### src/hw/rtl/abss_pkg.sv
`default_nettype none

package abss_pkg;

  localparam int AXES      = 3;
  localparam int NUM_SLOTS = 2 * AXES;
  localparam int SLOT_W    = $clog2(NUM_SLOTS);
  localparam int COORD_W   = 32;
  localparam int SIZE_W    = 31;
  // coordinate plus size, plus sign headroom for exact ends
  localparam int WIDE_W    = COORD_W + 2;

  typedef logic signed [COORD_W-1:0] coord_t;
  typedef logic [SIZE_W-1:0]         ext_t;
  typedef logic signed [WIDE_W-1:0]  wide_t;

  // one axis-aligned box, axis 0 is x, axis 2 is z
  typedef struct packed {
    logic [AXES-1:0][COORD_W-1:0] corner;
    logic [AXES-1:0][SIZE_W-1:0]  ext;
  } box_t;

  typedef struct packed {
    box_t box;
    logic valid;
  } piece_t;

  // cuts made on one axis, and the working box left on that axis
  typedef struct packed {
    logic   lo_v;
    ext_t   lo_size;
    logic   hi_v;
    coord_t hi_min;
    ext_t   hi_size;
    coord_t fin_min;
    ext_t   fin_size;
    logic   stop;
  } axis_cut_t;

  // piece buffer status toward the input register
  typedef struct packed {
    logic take;
    logic busy;
  } emit_stat_t;

endpackage

`default_nettype wire

### src/hw/rtl/abss_axis_cut.sv
`default_nettype none

module abss_axis_cut (
  input  abss_pkg::coord_t    p0,
  input  abss_pkg::ext_t      s0,
  input  abss_pkg::coord_t    b_min,
  input  abss_pkg::ext_t      b_size,
  output abss_pkg::axis_cut_t cut
);

  abss_pkg::wide_t p0_w, s0_w, end_w, bmin_w, bend_w;
  abss_pkg::wide_t cut_end, lo_size_w, s1_w, p1_w;
  abss_pkg::wide_t cut_start, hi_size_w, s2_w;
  logic            lo_v, hi_v;

  // extend to exact width
  assign p0_w   = abss_pkg::wide_t'(p0);
  assign s0_w   = abss_pkg::wide_t'({1'b0, s0});
  assign bmin_w = abss_pkg::wide_t'(b_min);
  assign end_w  = p0_w + s0_w;
  assign bend_w = bmin_w + abss_pkg::wide_t'({1'b0, b_size});

  // cut the part below the excluded minimum
  assign lo_v      = (s0 != '0) && (p0_w < bmin_w);
  assign cut_end   = (bmin_w < end_w) ? bmin_w : end_w;
  assign lo_size_w = cut_end - p0_w;
  assign s1_w      = lo_v ? (end_w - cut_end) : s0_w;
  assign p1_w      = lo_v ? cut_end : p0_w;

  // cut the part above the excluded maximum
  assign hi_v      = (s1_w != '0) && (end_w > bend_w);
  assign cut_start = (bend_w > p1_w) ? bend_w : p1_w;
  assign hi_size_w = end_w - cut_start;
  assign s2_w      = hi_v ? (cut_start - p1_w) : s1_w;

  assign cut.lo_v     = lo_v;
  assign cut.lo_size  = lo_size_w[abss_pkg::SIZE_W-1:0];
  assign cut.hi_v     = hi_v;
  assign cut.hi_min   = cut_start[abss_pkg::COORD_W-1:0];
  assign cut.hi_size  = hi_size_w[abss_pkg::SIZE_W-1:0];
  assign cut.fin_min  = p1_w[abss_pkg::COORD_W-1:0];
  assign cut.fin_size = s2_w[abss_pkg::SIZE_W-1:0];
  assign cut.stop     = (s2_w == '0);

endmodule

`default_nettype wire

### src/hw/rtl/abss_split.sv
`default_nettype none

module abss_split (
  input  abss_pkg::box_t                            a_box,
  input  abss_pkg::box_t                            b_box,
  output abss_pkg::piece_t [abss_pkg::NUM_SLOTS-1:0] pieces,
  output logic [abss_pkg::NUM_SLOTS-1:0]             mask
);

  abss_pkg::axis_cut_t cut [abss_pkg::AXES];

  // every axis cuts independently on its own coordinates
  for (genvar g = 0; g < abss_pkg::AXES; g++) begin : g_axis
    abss_axis_cut u_cut (
      .p0     ($signed(a_box.corner[g])),
      .s0     (a_box.ext[g]),
      .b_min  ($signed(b_box.corner[g])),
      .b_size (b_box.ext[g]),
      .cut    (cut[g])
    );
  end

  // assemble pieces in z, y, x order; earlier axes carry their shrunk box
  always_comb begin
    abss_pkg::box_t lo_box;
    abss_pkg::box_t hi_box;
    logic           en;
    pieces = '0;
    mask   = '0;
    en     = 1'b1;
    for (int ax = abss_pkg::AXES - 1; ax >= 0; ax--) begin
      lo_box = a_box;
      for (int k = 0; k < abss_pkg::AXES; k++) begin
        if (k > ax) begin
          lo_box.corner[k] = cut[k].fin_min;
          lo_box.ext[k]    = cut[k].fin_size;
        end
      end
      hi_box            = lo_box;
      lo_box.ext[ax]    = cut[ax].lo_size;
      hi_box.corner[ax] = cut[ax].hi_min;
      hi_box.ext[ax]    = cut[ax].hi_size;
      pieces[2*(abss_pkg::AXES-1-ax)]     = '{box: lo_box, valid: 1'b1};
      pieces[2*(abss_pkg::AXES-1-ax) + 1] = '{box: hi_box, valid: 1'b1};
      mask[2*(abss_pkg::AXES-1-ax)]       = en && cut[ax].lo_v;
      mask[2*(abss_pkg::AXES-1-ax) + 1]   = en && cut[ax].hi_v;
      en = en && !cut[ax].stop;
    end
    // no piece: send one empty result
    if (mask == '0) begin
      pieces[0] = '0;
      mask[0]   = 1'b1;
    end
  end

endmodule

`default_nettype wire

### src/hw/rtl/abss_emit.sv
`default_nettype none

module abss_emit (
  input  logic                                       clk,
  input  logic                                       rst_n,
  input  logic                                       load_valid,
  input  abss_pkg::piece_t [abss_pkg::NUM_SLOTS-1:0] pieces_in,
  input  logic [abss_pkg::NUM_SLOTS-1:0]             mask_in,
  input  logic                                       out_stall,
  output abss_pkg::piece_t                           out_piece,
  output logic                                       out_last,
  output logic                                       out_valid,
  output abss_pkg::emit_stat_t                       stat
);

  abss_pkg::piece_t                pieces_r [abss_pkg::NUM_SLOTS];
  logic [abss_pkg::NUM_SLOTS-1:0]  mask_r, mask_nxt;
  abss_pkg::piece_t                out_piece_r;
  logic                            out_last_r, out_valid_r, out_valid_nxt;
  logic [abss_pkg::SLOT_W-1:0]     sel;
  logic [abss_pkg::NUM_SLOTS-1:0]  pick_oh, remaining;
  logic                            out_free, pop, take;

  // pick the lowest pending slot
  always_comb begin
    sel     = '0;
    pick_oh = '0;
    for (int i = abss_pkg::NUM_SLOTS - 1; i >= 0; i--) begin
      if (mask_r[i]) begin
        sel     = abss_pkg::SLOT_W'(i);
        pick_oh = abss_pkg::NUM_SLOTS'(1) << i;
      end
    end
  end

  assign remaining = mask_r & ~pick_oh;
  assign out_free  = !out_valid_r || !out_stall;
  assign pop       = (mask_r != '0) && out_free;
  assign take      = (mask_r == '0) || (pop && (remaining == '0));

  // advance the pending mask, reload it behind the last piece
  always_comb begin
    mask_nxt = mask_r;
    if (take && load_valid) begin
      mask_nxt = mask_in;
    end else if (take) begin
      mask_nxt = '0;
    end else if (pop) begin
      mask_nxt = remaining;
    end
    out_valid_nxt = out_valid_r;
    if (pop) begin
      out_valid_nxt = 1'b1;
    end else if (out_free) begin
      out_valid_nxt = 1'b0;
    end
  end

  always_ff @(posedge clk) begin
    if (!rst_n) begin
      mask_r      <= '0;
      out_valid_r <= 1'b0;
    end else begin
      mask_r      <= mask_nxt;
      out_valid_r <= out_valid_nxt;
    end
  end

  // hold piece data; load the output register on each transfer slot
  always_ff @(posedge clk) begin
    if (take && load_valid) begin
      for (int i = 0; i < abss_pkg::NUM_SLOTS; i++) begin
        pieces_r[i] <= pieces_in[i];
      end
    end
    if (pop) begin
      out_piece_r <= pieces_r[sel];
      out_last_r  <= (remaining == '0);
    end
  end

  assign out_piece = out_piece_r;
  assign out_last  = out_last_r;
  assign out_valid = out_valid_r;
  assign stat.take = take;
  assign stat.busy = (mask_r != '0);

endmodule

`default_nettype wire

### src/hw/rtl/aligned_box_subtract_split_core.sv
// Box subtraction A minus B for axis-aligned 3D boxes in signed fixed point.
// Input channel (in_valid / in_stall): one box pair per transfer, each box a
// minimum corner and a non-negative size per axis.
// Result channel (out_valid / out_stall): one piece per transfer, covering
// A minus B without overlap, cut on z first, then y, then x. out_last_piece
// marks the final result of a pair; a pair that leaves nothing yields one
// result with out_piece_valid low and all coordinates zero.
// The first result of a pair passes the input register, then the piece buffer,
// then the output register.
// Throughput: one result per cycle while out_stall is low; a pair yields 1 to 6
// results, and the next pair enters the piece buffer in the cycle its
// predecessor's last piece moves to the output register.
// A stalled receiver holds the output register; the buffer and input register
// then fill and in_stall rises. Reset empties all three stages; no pair is kept.
`default_nettype none

module aligned_box_subtract_split_core (
  input  logic               clk,
  input  logic               rst_n,
  input  logic               in_valid,
  output logic               in_stall,
  input  logic signed [31:0] in_a_min_x,
  input  logic signed [31:0] in_a_min_y,
  input  logic signed [31:0] in_a_min_z,
  input  logic [30:0]        in_a_size_x,
  input  logic [30:0]        in_a_size_y,
  input  logic [30:0]        in_a_size_z,
  input  logic signed [31:0] in_b_min_x,
  input  logic signed [31:0] in_b_min_y,
  input  logic signed [31:0] in_b_min_z,
  input  logic [30:0]        in_b_size_x,
  input  logic [30:0]        in_b_size_y,
  input  logic [30:0]        in_b_size_z,
  output logic               out_valid,
  input  logic               out_stall,
  output logic signed [31:0] out_piece_min_x,
  output logic signed [31:0] out_piece_min_y,
  output logic signed [31:0] out_piece_min_z,
  output logic [30:0]        out_piece_size_x,
  output logic [30:0]        out_piece_size_y,
  output logic [30:0]        out_piece_size_z,
  output logic               out_piece_valid,
  output logic               out_last_piece
);

  abss_pkg::box_t                            a_in, b_in, a_r, b_r;
  logic                                      in_valid_r, in_valid_nxt;
  abss_pkg::piece_t [abss_pkg::NUM_SLOTS-1:0] pieces;
  logic [abss_pkg::NUM_SLOTS-1:0]             mask;
  abss_pkg::emit_stat_t                      stat;
  abss_pkg::piece_t                          out_piece;
  logic                                      s1_take;

  // gather input ports into boxes
  assign a_in.corner = {in_a_min_z, in_a_min_y, in_a_min_x};
  assign a_in.ext    = {in_a_size_z, in_a_size_y, in_a_size_x};
  assign b_in.corner = {in_b_min_z, in_b_min_y, in_b_min_x};
  assign b_in.ext    = {in_b_size_z, in_b_size_y, in_b_size_x};

  // input register moves on when the piece buffer takes it
  assign s1_take      = !in_valid_r || stat.take;
  assign in_stall     = !s1_take;
  assign in_valid_nxt = s1_take ? in_valid : in_valid_r;

  always_ff @(posedge clk) begin
    if (!rst_n) begin
      in_valid_r <= 1'b0;
    end else begin
      in_valid_r <= in_valid_nxt;
    end
  end

  always_ff @(posedge clk) begin
    if (s1_take && in_valid) begin
      a_r <= a_in;
      b_r <= b_in;
    end
  end

  abss_split u_split (
    .a_box  (a_r),
    .b_box  (b_r),
    .pieces (pieces),
    .mask   (mask)
  );

  abss_emit u_emit (
    .clk        (clk),
    .rst_n      (rst_n),
    .load_valid (in_valid_r),
    .pieces_in  (pieces),
    .mask_in    (mask),
    .out_stall  (out_stall),
    .out_piece  (out_piece),
    .out_last   (out_last_piece),
    .out_valid  (out_valid),
    .stat       (stat)
  );

  // spread the output piece onto the ports
  assign out_piece_min_x  = $signed(out_piece.box.corner[0]);
  assign out_piece_min_y  = $signed(out_piece.box.corner[1]);
  assign out_piece_min_z  = $signed(out_piece.box.corner[2]);
  assign out_piece_size_x = out_piece.box.ext[0];
  assign out_piece_size_y = out_piece.box.ext[1];
  assign out_piece_size_z = out_piece.box.ext[2];
  assign out_piece_valid  = out_piece.valid;

`ifndef SYNTHESIS
  // an empty result always closes its pair
  a_empty_is_last: assert property (@(posedge clk) disable iff (!rst_n)
    out_valid && !out_piece_valid |-> out_last_piece)
    else $error("empty result without last marker");

  // an empty result carries zero sizes
  a_empty_zero: assert property (@(posedge clk) disable iff (!rst_n)
    out_valid && !out_piece_valid |->
      (out_piece_size_x == '0) && (out_piece_size_y == '0) && (out_piece_size_z == '0))
    else $error("empty result with nonzero size");

  // a held input register keeps its pair
  a_s1_hold: assert property (@(posedge clk) disable iff (!rst_n)
    in_valid_r && !s1_take |=> in_valid_r && $stable(a_r) && $stable(b_r))
    else $error("input register lost a held pair");

  // an idle piece buffer always takes the next pair
  a_idle_takes: assert property (@(posedge clk) disable iff (!rst_n)
    !stat.busy |-> stat.take)
    else $error("idle piece buffer refused a pair");
`endif

endmodule

`default_nettype wire
### config.mk
export PLATFORM = sky130hd
export DESIGN_NAME = aligned_box_subtract_split_core
export DESIGN_NICKNAME = d
export VERILOG_FILES = /design/src/hw/rtl/abss_pkg.sv /design/src/hw/rtl/abss_axis_cut.sv /design/src/hw/rtl/abss_split.sv /design/src/hw/rtl/abss_emit.sv /design/src/hw/rtl/aligned_box_subtract_split_core.sv
export SDC_FILE = /design/constraint.sdc
export NUM_CORES = 2
export LEC_CHECK = 0
export ABC_AREA = 0
export BUFFER_PORTS_ARGS = -buffer_cell sky130_fd_sc_hd__buf_4
export CAP_MARGIN = 20
export CORE_MARGIN = 5
export CORE_UTILIZATION = 62
export CTS_BUF_LIST = sky130_fd_sc_hd__clkbuf_16
export DETAILED_ROUTE_END_ITERATION = 12
export HOLD_SLACK_MARGIN = 0.12
export PLACE_DENSITY = 0.81
export SYNTH_ARGS = -nofsm -noshare
export SYNTH_HDL_FRONTEND = slang
export SYNTH_SLANG_ARGS = --single-unit
### constraint.sdc
create_clock -name clk -period 56.2 [get_ports clk]
set_input_delay 11.24 -clock clk [delete_from_list [all_inputs] [get_ports clk]]
set_output_delay 11.24 -clock clk [all_outputs]
set_load 0.01 [all_outputs]
==> metrics.md <==
| Metric | Value |
|---|---|
| Worst Clk Skew | `0.0333 ns` |
| Share of the synthesized area in the top cell type | `44.7%` |
| Hold Vio Cnt, Final | `0` |
| Seq pwr share | `27.6%` |
| Initial DRC Count | `9406` |
| Slew Limit Fails | `0` |
| DRC | `0` |
| Crit share post-route | `42.1%` |
| Core footprint | `136000 um2` |
| Leak Pwr | `41.4 nW` |
| Critical Path Start Type | `input pin` |
| TritonCTS clock tree | `yes` |
| Status | `completed` |
| Worst Hold Depth | `2` |
| Max-cap viol count | `0` |
| Crit Path Class | `input pin to primary output` |
| Switch share | `44.1%` |
| Initial core utilization | `62.5%` |
| Vias | `69939` |
| FF-to-FF setup slack | `37.11 ns` |
| Flops & latches, synth | `1270` |
| Detailed Place HPWL | `219 mm` |
| Clock Power Share | `17.4%` |
| Longest Clk Path Bufs | `3` |
| Remaining antenna violation count after routing | `0` |
| Logic pwr share | `55.0%` |
| I/O pin count | `575` |
| Gr usage total | `37.9%` |
| Unrepaired setup endpoints after global routing | `false` |
| Syn nets | `9664` |
| Fin Setup TNS | `0 ns` |
| Global-route wire length before repair | `414 mm` |
| Grt total ovfl | `0` |
| Hold-fix buffers, CTS | `0` |
| Largest net degree at the start of global routing | `162` |
| H-Tree Depth | `4` |
| Global placement routability congestion | `1.04` |
| FP Rows | `135` |
| Worst r2r path cells | `75` |
| Die W | `380 um` |
| Cell taking the most area after synthesis | `edfxtp_1` |
| Synth warn | `0` |
| Total routed wirelength | `284 mm` |
| Cts repair resizes | `0` |
| Die height | `380 um` |
| Vias per cell | `6.45` |
| Clock latency on the worst-skew pair | `0.77 ns` |
| Reg2reg end | `u_emit.pieces_r[5][31]` |
| Minimum clock period | `23.64 ns` |
| Post-synth top cells | `edfxtp_1 (1262), ha_1 (898), inv_1 (816)` |
| CP max FO | `5` |
| Req. time, crit path | `44.96 ns` |
| Seq/Total Area, Yosys | `44.8%` |
| R2r startpoint | `a_r[93]` |
| Hold_ws | `0.512 ns` |
| Switch Pwr | `0.00230 W` |
| CP Capture Type | `primary output` |
| WL per Instance | `26.2 um` |
| Final nets | `10243` |
| First drt pass iteration count | `6` |
| Post-synthesis cell area | `84900 um2` |
| Ys flop type | `edfxtp_1` |
| Slew margin rel. | `14.9%` |
| Port Buffer Count | `574` |
| Mean Syn Cell Area | `10.1 um2` |
| Worst endpoint data arrival time | `12.40 ns` |
| Final setup fails | `0` |
| Antenna violations before repair | `23` |
| Min-delay worst type | `register to register` |
| Post-synth EDFFs | `1262` |
| Root buffer cell | `clkbuf_16` |
| Max frequency | `42.3 MHz` |
| Area growth syn-to-layout | `12.7%` |
| Count leader, synth | `edfxtp_1` |
| P_int | `0.00291 W` |
| Vias in the first global route | `66323` |
| CTS buffer count | `140` |
| Cells after Synth | `8367` |
| Fraction of layout cells with a size suffix above 1 | `11.8%` |
| Hold Crit Endpoint | `u_emit.out_piece[116]` |
| Min-delay src | `u_emit.pieces_r[4][116]` |
| Synth top area cells | `edfxtp_1 (45%), ha_1 (13%), inv_1 (3.6%), a21oi_1 (3.5%), nand2_1 (3.2%)` |
| # clock sinks | `1270` |
| Power density cells | `54.5 nW/um2` |
| Die area | `144000 um2` |
| Worst vdd ir | `0.0295 mV` |
| Clock Pin Slew Worst Setup and Hold Paths | `0.06 ns` |
| Setup Buffers After CTS | `0` |
| Netlist cell types | `100` |
| Worst slew pin tran | `1.27 ns` |
| Async SR Flop Fraction | `0%` |
==> placed cells by master, fill, tap and decap left out, types with 124 or more instances in the layout <==
master / n
edfxtp_1: 1262
ha_1: 898
inv_1: 838
nand2_1: 719
buf_4: 652
a21oi_1: 590
nor2_1: 571
o21ai_0: 502
a21o_1: 288
xnor2_1: 284
mux2i_1: 210
nor2b_1: 183
nor3_1: 157
clkbuf_16: 145
nand3_1: 139
xor2_1: 124
==> logic make-up (layout without fill, tap and decap cells) <==
kind of cell	Yosys count	count (layout)	share of synthesized area (%)
other cells	0	14	0
mux	244	244	3.05
fa+ha+maj	925	925	13.8
flops	1270	1270	44.8
simple gates	2360	2360	13.3
buf+inv	1038	1720	4.88
xor+xnor	411	411	4.27
compound gates	2119	2119	15.9
==> state kept, by name, summed over array words and instances, names as in the netlist <==
register,flops
u_emit.mask_r,6
in_valid_r,1
u_emit.out_valid,1
u_emit.out_piece,190
a_r,189
b_r,189
u_emit.out_last,1
u_emit.pieces_r,693
==> through the flow <==
step	worst slack (ns)	instance area [um2]	cells	utilization [%]	power [W]
floorplan	13.38	84900	8367	-	0.00336
global placement	32.61	91100	10581	67.1	0.00414
detailed placement	32.61	91200	10582	67.1	0.00420
CTS	32.60	95600	10827	70.4	0.00512
global route	32.56	95600	10833	70.4	0.00547
finish	32.56	95600	10844	70.4	0.00521
==> area by class of cell <==
type	count	area, um2
Inverter	816	3060
Fill cell	9854	40200
Sequential cell	1270	38100
Clock buffer	145	3630
Multi-Input combinational cell	6059	42800
Clock inverter	100	808
Antenna cell	14	35.0
Timing Repair Buffer	659	4990
Tap cell	1781	2230
==> layer usage <==
layer  vias up  global-route usage (%)  wire length (um)
met5         -                       0                64
met4        10                    13.8             11700
met3       644                    9.16             34500
met2      4223                    56.8            122000
met1     33364                    53.8            116000
li1      31698                       -                 -
==> worst max path at each step <==
stage                     startpoint          endpoint  slack [ns]
after floorplan            out_stall  u_emit.mask_r[4]       13.38
final                      out_stall          in_stall       32.56
after detailed placement   out_stall          in_stall       32.61
after global routing       out_stall          in_stall       32.56
after global placement     out_stall          in_stall       32.61
after CTS                  out_stall          in_stall       32.60
==> worst max-delay path, cell delays in order <==
cell and delay (ns):
buf_4 0.09, nand2_1 0.19, o21ai_0 0.44, and2_1 0.29, buf_4 0.15
==> power by group through the flow <==
stage	sequential (W)	combinational, W	clock (W)
after floorplan	0.00151	0.00185	0
after global placement	0.00145	0.00269	0
after detailed placement	0.00145	0.00275	0
after CTS	0.00144	0.00278	0.000907
after global routing	0.00145	0.00307	0.000949
final	0.00144	0.00287	0.000904
No activity file was read; power rests on OpenSTA's default activity.
